### src/rtl/core/mpi_pkg.sv
`default_nettype none

package mpi_pkg;

  // Command codes carried by an input beat
  typedef enum logic [1:0] {
    CMD_TICK  = 2'd0,
    CMD_BASE  = 2'd1,
    CMD_ODOM  = 2'd2,
    CMD_START = 2'd3
  } cmd_e;

  // Reported wait outcome
  typedef enum logic [1:0] {
    OUT_IDLE    = 2'd0,
    OUT_WAIT    = 2'd1,
    OUT_GRANT   = 2'd2,
    OUT_TIMEOUT = 2'd3
  } outcome_e;

  // Configuration register indexes
  localparam int unsigned CfgAddrW = 4;
  localparam int unsigned CfgDataW = 16;

  localparam logic [CfgAddrW-1:0] CFG_FRESH_LIMIT  = 4'd0;
  localparam logic [CfgAddrW-1:0] CFG_DWELL_TARGET = 4'd1;
  localparam logic [CfgAddrW-1:0] CFG_MIN_START    = 4'd2;
  localparam logic [CfgAddrW-1:0] CFG_DEADLINE     = 4'd3;
  localparam logic [CfgAddrW-1:0] CFG_SPEED_LIMIT  = 4'd4;
  localparam logic [CfgAddrW-1:0] CFG_READY_STATE  = 4'd5;
  localparam logic [CfgAddrW-1:0] CFG_READY_REASON = 4'd6;
  localparam logic [CfgAddrW-1:0] CFG_POLL_PERIOD  = 4'd7;

  localparam logic [15:0] AGE_MAX = 16'hFFFF;

  typedef struct packed {
    logic [15:0] fresh_limit;
    logic [15:0] dwell_target;
    logic [15:0] min_since_start;
    logic [15:0] deadline_ticks;
    logic [14:0] speed_limit;
    logic [7:0]  ready_state_code;
    logic [7:0]  ready_reason_code;
    logic [7:0]  poll_period;
  } cfg_t;

  // Flags derived from one message beat
  typedef struct packed {
    logic base_ok;
    logic stationary;
  } msg_flags_t;

  function automatic logic [15:0] sat_inc16(input logic [15:0] v);
    sat_inc16 = (v == AGE_MAX) ? AGE_MAX : v + 16'd1;
  endfunction

endpackage

`default_nettype wire

### src/rtl/core/mpi_msg_eval.sv
`default_nettype none

module mpi_msg_eval (
  input  mpi_pkg::cfg_t        cfg_i,
  input  logic                 status_valid_i,
  input  logic [31:0]          source_boot_i,
  input  logic [31:0]          status_sequence_i,
  input  logic [7:0]           base_state_i,
  input  logic [7:0]           base_reason_i,
  input  logic signed [15:0]   vel_x_i,
  input  logic signed [15:0]   vel_y_i,
  input  logic signed [15:0]   yaw_rate_i,
  output mpi_pkg::msg_flags_t  flags_o
);
  import mpi_pkg::*;

  // 17-bit magnitude so that the most negative value stays exact
  function automatic logic [16:0] mag16(input logic signed [15:0] v);
    logic [16:0] ext;
    ext = {v[15], v};
    mag16 = v[15] ? (17'd0 - ext) : ext;
  endfunction

  logic [16:0] lim;
  assign lim = {2'b00, cfg_i.speed_limit};

  assign flags_o.base_ok = status_valid_i
                        && (source_boot_i != 32'd0)
                        && (status_sequence_i != 32'd0)
                        && (base_state_i == cfg_i.ready_state_code)
                        && (base_reason_i == cfg_i.ready_reason_code);

  assign flags_o.stationary = (mag16(vel_x_i) <= lim)
                           && (mag16(vel_y_i) <= lim)
                           && (mag16(yaw_rate_i) <= lim);

endmodule

`default_nettype wire

### src/rtl/core/motion_permit_interlock.sv
`default_nettype none

// Channel   Dir  Handshake                  Payload
// in        in   in_valid_i / in_ready_o    cmd, status_valid, source_boot,
//                                           status_sequence, base_state,
//                                           base_reason, vel_x, vel_y, yaw_rate
// out       out  out_valid_o / out_ready_i  outcome, evidence_ok
// cfg       in   cfg_we_i                   cfg_addr_i, cfg_wdata_i
//
// One result beat per input beat. A beat is taken every cycle while in_ready_o
// is high: all state updates in the accept cycle, the result lands in the
// output register. in_ready_o drops only while a result is held and not taken.
// Reset restores the configuration defaults and clears all wait state.

module motion_permit_interlock (
  input  logic                          clk_i,
  input  logic                          rst_ni,
  // configuration writes
  input  logic                          cfg_we_i,
  input  logic [mpi_pkg::CfgAddrW-1:0]  cfg_addr_i,
  input  logic [mpi_pkg::CfgDataW-1:0]  cfg_wdata_i,
  // input beats
  input  logic                          in_valid_i,
  output logic                          in_ready_o,
  input  logic [1:0]                    cmd_i,
  input  logic                          status_valid_i,
  input  logic [31:0]                   source_boot_i,
  input  logic [31:0]                   status_sequence_i,
  input  logic [7:0]                    base_state_i,
  input  logic [7:0]                    base_reason_i,
  input  logic signed [15:0]            vel_x_i,
  input  logic signed [15:0]            vel_y_i,
  input  logic signed [15:0]            yaw_rate_i,
  // result beats
  output logic                          out_valid_o,
  input  logic                          out_ready_i,
  output logic [1:0]                    outcome_o,
  output logic                          evidence_ok_o
);
  import mpi_pkg::*;

  // ---------------------------------------------------------------------
  // Configuration registers
  // ---------------------------------------------------------------------
  cfg_t cfg_q;

  always_ff @(posedge clk_i or negedge rst_ni) begin
    if (!rst_ni) begin
      cfg_q.fresh_limit       <= 16'd200;
      cfg_q.dwell_target      <= 16'd500;
      cfg_q.min_since_start   <= 16'd400;
      cfg_q.deadline_ticks    <= 16'd8000;
      cfg_q.speed_limit       <= 15'd10;
      cfg_q.ready_state_code  <= 8'd0;
      cfg_q.ready_reason_code <= 8'd0;
      cfg_q.poll_period       <= 8'd20;
    end else if (cfg_we_i) begin
      unique case (cfg_addr_i)
        CFG_FRESH_LIMIT:  cfg_q.fresh_limit       <= cfg_wdata_i;
        CFG_DWELL_TARGET: cfg_q.dwell_target      <= cfg_wdata_i;
        CFG_MIN_START:    cfg_q.min_since_start   <= cfg_wdata_i;
        CFG_DEADLINE:     cfg_q.deadline_ticks    <= cfg_wdata_i;
        CFG_SPEED_LIMIT:  cfg_q.speed_limit       <= cfg_wdata_i[14:0];
        CFG_READY_STATE:  cfg_q.ready_state_code  <= cfg_wdata_i[7:0];
        CFG_READY_REASON: cfg_q.ready_reason_code <= cfg_wdata_i[7:0];
        CFG_POLL_PERIOD:  cfg_q.poll_period       <= cfg_wdata_i[7:0];
        default: ;  // unmapped index, dropped
      endcase
    end
  end

  // ---------------------------------------------------------------------
  // Message flags
  // ---------------------------------------------------------------------
  msg_flags_t flags;

  mpi_msg_eval u_msg_eval (
    .cfg_i             (cfg_q),
    .status_valid_i    (status_valid_i),
    .source_boot_i     (source_boot_i),
    .status_sequence_i (status_sequence_i),
    .base_state_i      (base_state_i),
    .base_reason_i     (base_reason_i),
    .vel_x_i           (vel_x_i),
    .vel_y_i           (vel_y_i),
    .yaw_rate_i        (yaw_rate_i),
    .flags_o           (flags)
  );

  // ---------------------------------------------------------------------
  // Wait state
  // ---------------------------------------------------------------------
  logic        running_q, running_d;
  logic        base_seen_q, base_seen_d;
  logic        odom_seen_q, odom_seen_d;
  logic        base_ok_q, base_ok_d;
  logic        stationary_q, stationary_d;
  logic [15:0] base_age_q, base_age_d;
  logic [15:0] odom_age_q, odom_age_d;
  logic [15:0] since_start_q, since_start_d;
  logic        dwell_active_q, dwell_active_d;
  logic [15:0] dwell_count_q, dwell_count_d;
  logic [7:0]  poll_phase_q, poll_phase_d;
  logic        last_ok_q, last_ok_d;
  outcome_e    outcome_q, outcome_d;

  logic        in_fire;
  logic        ok;
  logic [7:0]  period;
  logic [8:0]  phase_inc;

  assign in_fire   = in_valid_i && in_ready_o;
  assign period    = (cfg_q.poll_period == 8'd0) ? 8'd1 : cfg_q.poll_period;
  assign phase_inc = {1'b0, poll_phase_q} + 9'd1;

  always_comb begin
    running_d      = running_q;
    base_seen_d    = base_seen_q;
    odom_seen_d    = odom_seen_q;
    base_ok_d      = base_ok_q;
    stationary_d   = stationary_q;
    base_age_d     = base_age_q;
    odom_age_d     = odom_age_q;
    since_start_d  = since_start_q;
    dwell_active_d = dwell_active_q;
    dwell_count_d  = dwell_count_q;
    poll_phase_d   = poll_phase_q;
    last_ok_d      = last_ok_q;
    outcome_d      = outcome_q;

    // evidence sees the ages after this tick's increment
    ok = base_seen_q && (sat_inc16(base_age_q) <= cfg_q.fresh_limit) && base_ok_q
      && odom_seen_q && (sat_inc16(odom_age_q) <= cfg_q.fresh_limit) && stationary_q;

    unique case (cmd_e'(cmd_i))
      CMD_TICK: begin
        base_age_d = sat_inc16(base_age_q);
        odom_age_d = sat_inc16(odom_age_q);
        if (running_q) begin
          since_start_d = sat_inc16(since_start_q);
          if (dwell_active_q) begin
            dwell_count_d = sat_inc16(dwell_count_q);
          end
          if (since_start_d >= cfg_q.deadline_ticks) begin
            running_d = 1'b0;
            outcome_d = OUT_TIMEOUT;
          end else begin
            if (poll_phase_q == 8'd0) begin
              if (ok) begin
                if (!dwell_active_q) begin
                  dwell_active_d = 1'b1;
                  dwell_count_d  = 16'd0;
                end
              end else begin
                dwell_active_d = 1'b0;
                dwell_count_d  = 16'd0;
              end
              last_ok_d = ok;
            end
            if ((poll_phase_q == 8'd0) && (since_start_d >= cfg_q.min_since_start)
                && dwell_active_d && (dwell_count_d >= cfg_q.dwell_target)) begin
              running_d = 1'b0;
              outcome_d = OUT_GRANT;
            end else begin
              poll_phase_d = (phase_inc >= {1'b0, period}) ? 8'd0 : phase_inc[7:0];
            end
          end
        end
      end
      CMD_BASE: begin
        base_seen_d = 1'b1;
        base_age_d  = 16'd0;
        base_ok_d   = flags.base_ok;
      end
      CMD_ODOM: begin
        odom_seen_d  = 1'b1;
        odom_age_d   = 16'd0;
        stationary_d = flags.stationary;
      end
      CMD_START: begin
        running_d      = 1'b1;
        outcome_d      = OUT_WAIT;
        since_start_d  = 16'd0;
        poll_phase_d   = 8'd0;
        dwell_active_d = 1'b0;
        dwell_count_d  = 16'd0;
        last_ok_d      = 1'b0;
      end
    endcase
  end

  always_ff @(posedge clk_i or negedge rst_ni) begin
    if (!rst_ni) begin
      running_q      <= 1'b0;
      base_seen_q    <= 1'b0;
      odom_seen_q    <= 1'b0;
      base_ok_q      <= 1'b0;
      stationary_q   <= 1'b0;
      base_age_q     <= 16'd0;
      odom_age_q     <= 16'd0;
      since_start_q  <= 16'd0;
      dwell_active_q <= 1'b0;
      dwell_count_q  <= 16'd0;
      poll_phase_q   <= 8'd0;
      last_ok_q      <= 1'b0;
      outcome_q      <= OUT_IDLE;
    end else if (in_fire) begin
      running_q      <= running_d;
      base_seen_q    <= base_seen_d;
      odom_seen_q    <= odom_seen_d;
      base_ok_q      <= base_ok_d;
      stationary_q   <= stationary_d;
      base_age_q     <= base_age_d;
      odom_age_q     <= odom_age_d;
      since_start_q  <= since_start_d;
      dwell_active_q <= dwell_active_d;
      dwell_count_q  <= dwell_count_d;
      poll_phase_q   <= poll_phase_d;
      last_ok_q      <= last_ok_d;
      outcome_q      <= outcome_d;
    end
  end

  // ---------------------------------------------------------------------
  // Result register: one beat per accepted input beat
  // ---------------------------------------------------------------------
  logic       out_valid_q;
  logic [1:0] out_outcome_q;
  logic       out_ok_q;

  assign in_ready_o = !out_valid_q || out_ready_i;

  always_ff @(posedge clk_i or negedge rst_ni) begin
    if (!rst_ni) begin
      out_valid_q <= 1'b0;
    end else if (in_ready_o) begin
      out_valid_q <= in_valid_i;
    end
  end

  always_ff @(posedge clk_i) begin
    if (in_fire) begin
      out_outcome_q <= outcome_d;
      out_ok_q      <= last_ok_d;
    end
  end

  assign out_valid_o   = out_valid_q;
  assign outcome_o     = out_outcome_q;
  assign evidence_ok_o = out_ok_q;

  // ---------------------------------------------------------------------
  // Assertions
  // ---------------------------------------------------------------------
  // the wait runs exactly while the outcome reads waiting
  a_run_outcome: assert property (@(posedge clk_i) disable iff (!rst_ni)
    running_q == (outcome_q == OUT_WAIT))
    else $error("running flag and outcome disagree");

  // an inactive dwell always holds a cleared count
  a_dwell_clear: assert property (@(posedge clk_i) disable iff (!rst_ni)
    !dwell_active_q |-> (dwell_count_q == 16'd0))
    else $error("dwell count nonzero while dwell inactive");

  // a start beat restarts the wait from zero
  a_start: assert property (@(posedge clk_i) disable iff (!rst_ni)
    (in_fire && (cmd_i == CMD_START)) |=>
      (running_q && (since_start_q == 16'd0) && (poll_phase_q == 8'd0) && out_valid_q))
    else $error("start beat did not restart the wait");

endmodule

`default_nettype wire

### config.mk
export PLATFORM = sky130hd
export DESIGN_NAME = motion_permit_interlock
export DESIGN_NICKNAME = d
export VERILOG_FILES = /design/src/rtl/core/mpi_pkg.sv /design/src/rtl/core/mpi_msg_eval.sv /design/src/rtl/core/motion_permit_interlock.sv
export SDC_FILE = /design/constraint.sdc
export NUM_CORES = 1
export LEC_CHECK = 0
export BUFFER_PORTS_ARGS = -buffer_cell sky130_fd_sc_hd__buf_2
export CAP_MARGIN = 15
export CORE_ASPECT_RATIO = 0.9
export CORE_MARGIN = 2
export CORE_UTILIZATION = 55
export CTS_CLUSTER_SIZE = 12
export DETAILED_ROUTE_END_ITERATION = 16
export GPL_ROUTABILITY_DRIVEN = 0
export PLACE_DENSITY_LB_ADDON = 0.1
export SYNTH_ARGS = -nofsm -noshare
export SYNTH_HDL_FRONTEND = slang
export SYNTH_HIERARCHICAL = 1
export SYNTH_SLANG_ARGS = --single-unit
### constraint.sdc
create_clock -name clk_i -period 9.25 [get_ports clk_i]
set_input_delay 1.85 -clock clk_i [delete_from_list [all_inputs] [get_ports clk_i]]
set_output_delay 1.85 -clock clk_i [all_outputs]
set_load 0.01 [all_outputs]
* After elaboration in Yosys (flattened, before gate mapping)
Index checks and enable logic that the tools add are counted.
** Storage, ports and cells
- Word-level logic and storage cells :: 149
- Bits in registers :: 188
** Cells by class
- Equal/unequal tests :: 19
- Reduce and logical (&&, ||, !) cells :: 42
- Multiplexer cells :: 47
- $lt $le $gt $ge :: 9
- Add/sub/neg operators :: 8
** Operator list (count)
- 16-bit two-way mux :: 14
- 16-bit case mux with 2 select lines :: 4
- 16-bit by 1-bit adder with 16-bit output, second input constant :: 4
- 16-bit == test, second input constant :: 4
- 32-bit nonzero test :: 2
- 17-bit by 15-bit <= comparator with 1-bit output :: 3
- 17-bit two-way mux :: 3
- 1-bit by 16-bit subtractor with 17-bit output, first input constant :: 3
- 16-bit greater-or-equal comparator :: 3
- 8-bit two-way mux :: 5
- 16-bit <= comparator :: 2
- 2-bit AND reduction :: 13
- 4-bit by 3-bit == test with 1-bit output, second input constant :: 4
- 8-bit == test :: 2
- 8-bit logical NOT :: 2
- 8-bit case mux with 2 select lines :: 1
- 1-bit logical AND :: 15
- 1-bit two-way mux :: 13
- 8-bit by 1-bit adder with 9-bit output, second input constant :: 1
- 9-bit by 8-bit greater-or-equal comparator with 1-bit output :: 1
- 4-bit by 2-bit == test with 1-bit output, second input constant :: 2
- 2-bit two-way mux :: 3
- 2-bit inequality test, second input constant :: 3
- 1-bit case mux with 2 select lines :: 3
- 12 further kinds :: 15

* Logic depth before layout (Yosys ltp)
- Depth after elaboration :: 19
- Mapped depth :: 26
- Gate-level depth less buffers :: 25

* Cells and area by module
Netlist, hierarchy kept.
** By module, submodules not included
- motion_permit_interlock :: cells an instance 1200, sequential area each 4747.1 sq um, times used 1, area an instance 11423.5 sq um
- mpi_msg_eval :: cells an instance 301, sequential area each 0.0 sq um, times used 1, area an instance 2209.6 sq um

* Worst setup path after synthesis
No wires, ideal clock.
- Path kind :: register to register
- From :: register base_age_q[0]
- To :: register poll_phase_q[3]
- Slack :: 3.866 ns
- Cell stages (with the launch flop) :: 26
- Data required time :: 9.155 ns
- Clock period less this slack :: 5.384 ns
- Data arrival time :: 5.289 ns
- Path buffers :: 2
- Cell sequence :: dfrtp_1 ha_1 and3_1 and3_1 nand4_1 or3_1 clkbuf_1 nand2_1 ha_1 a41oi_1 o21ai_0 a221o_1 o31a_1 a21oi_2 a21oi_1 clkbuf_1 a21oi_1 ha_1 a21o_1 a21o_1 a211oi_1 o21ai_0 nand3_1 nor2_2 or3_1 o31ai_1
** Between the ends
- Cells in the longest elaborated chain, start to end :: 17
** RTL lines
- start, declared :: RTL line motion_permit_interlock.sv:98 : logic [15:0] base_age_q, base_age_d;
- start signal, assigned :: RTL line motion_permit_interlock.sv:213 : base_age_q <= base_age_d;
- 16-bit by 1-bit adder with 16-bit output / 16-bit == test (equally long branches) :: RTL line mpi_pkg.sv:54 : sat_inc16 = (v == AGE_MAX) ? AGE_MAX : v + 16'd1;
- 16-bit two-way mux * :: RTL line mpi_pkg.sv:54
- 16-bit <= comparator * :: RTL line motion_permit_interlock.sv:132 : ok = base_seen_q && (sat_inc16(base_age_q) <= cfg_q.fresh_limit) && base_ok_q
- 1-bit logical AND * (2 in a row) :: RTL line motion_permit_interlock.sv:132
- 1-bit logical AND * (3 in a row) :: RTL line motion_permit_interlock.sv:133 : && odom_seen_q && (sat_inc16(odom_age_q) <= cfg_q.fresh_limit) && stationary_q;
- 16-bit two-way mux / 1-bit two-way mux (equally long branches) :: RTL line motion_permit_interlock.sv:149 : if (ok) begin
- 16-bit two-way mux / 1-bit two-way mux (equally long branches) :: RTL line motion_permit_interlock.sv:148 : if (poll_phase_q == 8'd0) begin
- 16-bit two-way mux / 1-bit two-way mux (equally long branches) :: RTL line motion_permit_interlock.sv:144 : if (since_start_d >= cfg_q.deadline_ticks) begin
- 16-bit two-way mux / 1-bit two-way mux (equally long branches) :: RTL line motion_permit_interlock.sv:139 : if (running_q) begin
- 16-bit two-way mux / 1-bit two-way mux (equally long branches) :: RTL line motion_permit_interlock.sv:135 : unique case (cmd_e'(cmd_i))
- 16-bit greater-or-equal comparator / 1-bit logical AND (equally long branches) :: RTL line motion_permit_interlock.sv:161 : && dwell_active_d && (dwell_count_d >= cfg_q.dwell_target)) begin
- 1-bit logical AND * :: RTL line motion_permit_interlock.sv:161
- 2-bit inequality test (no source line) *
- 5-bit AND reduction (no source line) *
- end signal, assigned :: RTL line motion_permit_interlock.sv:218 : poll_phase_q <= poll_phase_d;
- end, declared :: RTL line motion_permit_interlock.sv:103 : logic [7:0] poll_phase_q, poll_phase_d;
Mark *: on every way between the ends. The rest lies on a longest branch, timed or not. The select of a mux whose other input is x is not followed.
A chain may end at the register's enable or synchronous reset.

* Final worst setup path
Ends and elaborated chain as after synthesis.

==> reports/results.tsv <==
metric	value	unit
Main synth FF type	dfrtp_1	
P_leak	0.00729	uW
Die Wd	170	um
filler instances	2094	
DRC viols	0	
worst-path fanout max	16	
syn_nets	1803	
post-synth top area cell	dfrtp_1	
most common cell after layout, fill and taps aside	dfrtp_1	
max-capacitance violation count	0	
CP max stage delay	0.61	ns
Max Slew Vio Count	0	
nets	1949	
Hold Vio Cnt, Final	0	
Initial DRT Pass Iterations	5	
Slew headroom	29.2	%
Worst setup EP type	flip-flop	
clock buffer depth	2	
share of cells above drive strength 1	20.5	%
filler-free cell count of the finished design	1969	
Hold Crit Class	reg2reg	
CTS Sinks	188	
clk root buf	clkbuf_16	
syn avg cell area	9.08	sq um
clk slew on worst S/H paths	0.07	ns
Startpoint Class	flip-flop	
RSZ-0062 raised after global routing	false	
initial antenna violation count	0	
Setup Crit Path Kind	reg2reg	
initial DRC count	820	
core area	24300	sq um
share of the synthesized area in the top cell type	29.9	%
CTS buffer count	17	
Vias	11500	
DP Cell Count	1934	
CP arrival	6.46	ns
initial core utilization	56.0	%
yosys warns	6	
Post-Syn Area	13600	sq um
period utilisation layout	66.0	%
first-pass GRT wire length	56.1	mm
met3 GRT Util	4.17	%
hold buffer count at cts	0	
IO Port Bufs	160	
Period minus WS final	6.11	ns
final clock skew	0.0134	ns
Worst EP required	9.60	ns
Final Core Density	62.9	%
DR vias/cell	5.83	
Rows	54	
status	finished, final reports clean	
GRT Util Overall	27.0	%
worst slew pin tran	1.06	ns
ANT nets after route	0	
most frequent cells in the layout	dfrtp_1, buf_2, ha_1, nand2_1, inv_1	
M2 GR Usage	43.9	%
VDD IR-drop max	0.129	mV
Fmax	0.164	GHz
Synth Register Bits	188	
TritonCTS clock tree	built	
Slowest-stage cell, CP	or3_1	
Setup TNS Final	0	ns
dpl hpwl	25.6	mm
EDFF count, synth	3	
final WL	34.1	mm
crit-path cells	ha_1 > and3_1 > and3_1 > nand4_1 > or3_1 > nand2_1 > ha_1 > a41oi_1 > o21ai_0 > a221o_1 > o31a_1 > a21oi_2 > a21oi_1 > buf_4 > or2_2 > ha_1 > nor3b_1 > o21ai_0 > a211oi_1 > o21ai_0 > nand3_1 > nor2_2 > or3_1 > o31ai_1	
largest net degree at the start of global routing	108	
pre-CTS setup slack	3.22	ns
vias in the first global route	11200	
Synth async-reset ratio	98.4	%
Pwr Density	166	nW/um^2
Post-CTS Setup Repair Bufs	0	
synth unique cells	82	
die area	26100	sq um
setup ws final	3.14	ns
met1 Use GR	37.4	%
power after layout	2530	uW
height of the chip	153	um
worst skew pair latency	0.45	ns
post-synthesis sequential area ratio	34.8	%
CTS H-tree lvls	4	
Layout area overhead	12.2	%
ranking of synthesized cells by area	dfrtp_1, ha_1, mux2_2, o21ai_0, dfstp_2	
WL per Instance	17.3	um
Top Usage Layer GRT	met2	
post-cts resize count	0	
Ports	161	
final setup vio count	0	
Mapped Cells	1501	
GRT Residual Overflow	0	
[report_power, final]
| group | internal, uW | leakage [uW] | switching, uW |
|---|---|---|---|
| registers | 971 | 0.00236 | 86.3 |
| logic | 330 | 0.00465 | 419 |
| clock network | 360 | 0.000276 | 369 |
| total | 1660 | 0.00729 | 874 |
[worst max-delay path: cells and delay by family, from the launching register on]
| kind | cells | cell delay (ns) |
|---|---|---|
| buffers and inverters | 1 | 0.21 |
| adder cells (fa/ha/maj) | 3 | 0.73 |
| AND/OR/NAND/NOR | 10 | 2.55 |
| AO/OA/AOI/OAI | 10 | 2.10 |
| flip-flops | 1 | 0.39 |
[final timing paths]
path,cells past startpoint,slack [ns],startpoint,to
max,24,3.14,base_age_q[0],poll_phase_q[3]
min,1,0.49,odom_seen_q,odom_seen_q
max reg2reg,24,3.14,base_age_q[0],poll_phase_q[3]
min reg2reg,1,0.49,odom_seen_q,odom_seen_q
max in group asynchronous,2,6.21,rst_ni,since_start_q[8]
min in group asynchronous,1,1.50,rst_ni,cfg_q[13]
[sequential cells by signal (all words and copies together), names as in the netlist, 2 cells and up]
register / flops
outcome_q: 2
outcome_o: 2
odom_age_q: 16
base_age_q: 16
since_start_q: 16
poll_phase_q: 8
dwell_count_q: 16
cfg_q: 103
[synth_stat cells (all sizes together) (12+ instances only)]
master  number
dfrtp      163
ha         146
nand2      143
inv        122
o21ai      121
a21oi      101
mux2        86
nor2        81
xnor2       65
nand3       46
clkbuf      38
nand4       30
xor2        30
nor4        25
dfstp       22
and3        21
a22o        20
nand2b      19
or3         18
o31ai       17
nor3        15
a31oi       14
a211oi      13
a21o        12
[metrics by stage]
stage	hold WS, ns	instance area, sq um
finish	0.488	15300
floorplan	0.434	13600
global route	0.516	15300
detailed placement	0.454	14700
CTS	0.492	15300
global placement	0.452	14700
[final cells by class]
type | instances | area (sq um) | share of cell area, %
inverters | 123 | 462 | 3.02
clock buffers | 18 | 429 | 2.81
flip-flops and latches | 188 | 4750 | 31.0
diodes | 1 | 2.50 | 0.0164
multi-input cells | 1144 | 8220 | 53.7
repair buffers | 173 | 902 | 5.90
clock inverters | 14 | 146 | 0.957
well taps | 308 | 385 | 2.52
[per-layer routing]
metal	part of all wire [%]	up-vias	routed length [um]
li1	-	5705	-
met1	47	5444	16100
met2	46	286	15700
met3	4.7	49	1620
met4	2.0	0	673
met5	0	-	0
[cell families (layout without fill, tap and decap cells)]
logic type                 Yosys count  in the layout  synth area share, %
buffers and inverters              169            328                 4.90
other                                0              1                    0
DFF                                188            188                 34.8
and+or+nand+nor                    449            449                 16.8
muxes                               89             89                 7.32
AOI/OAI and AO/OA                  365            365                 16.6
xor gates and xnor gates            95             95                 6.10
adders and majority gates          146            146                 13.4
(Power assumes the default switching activity.)
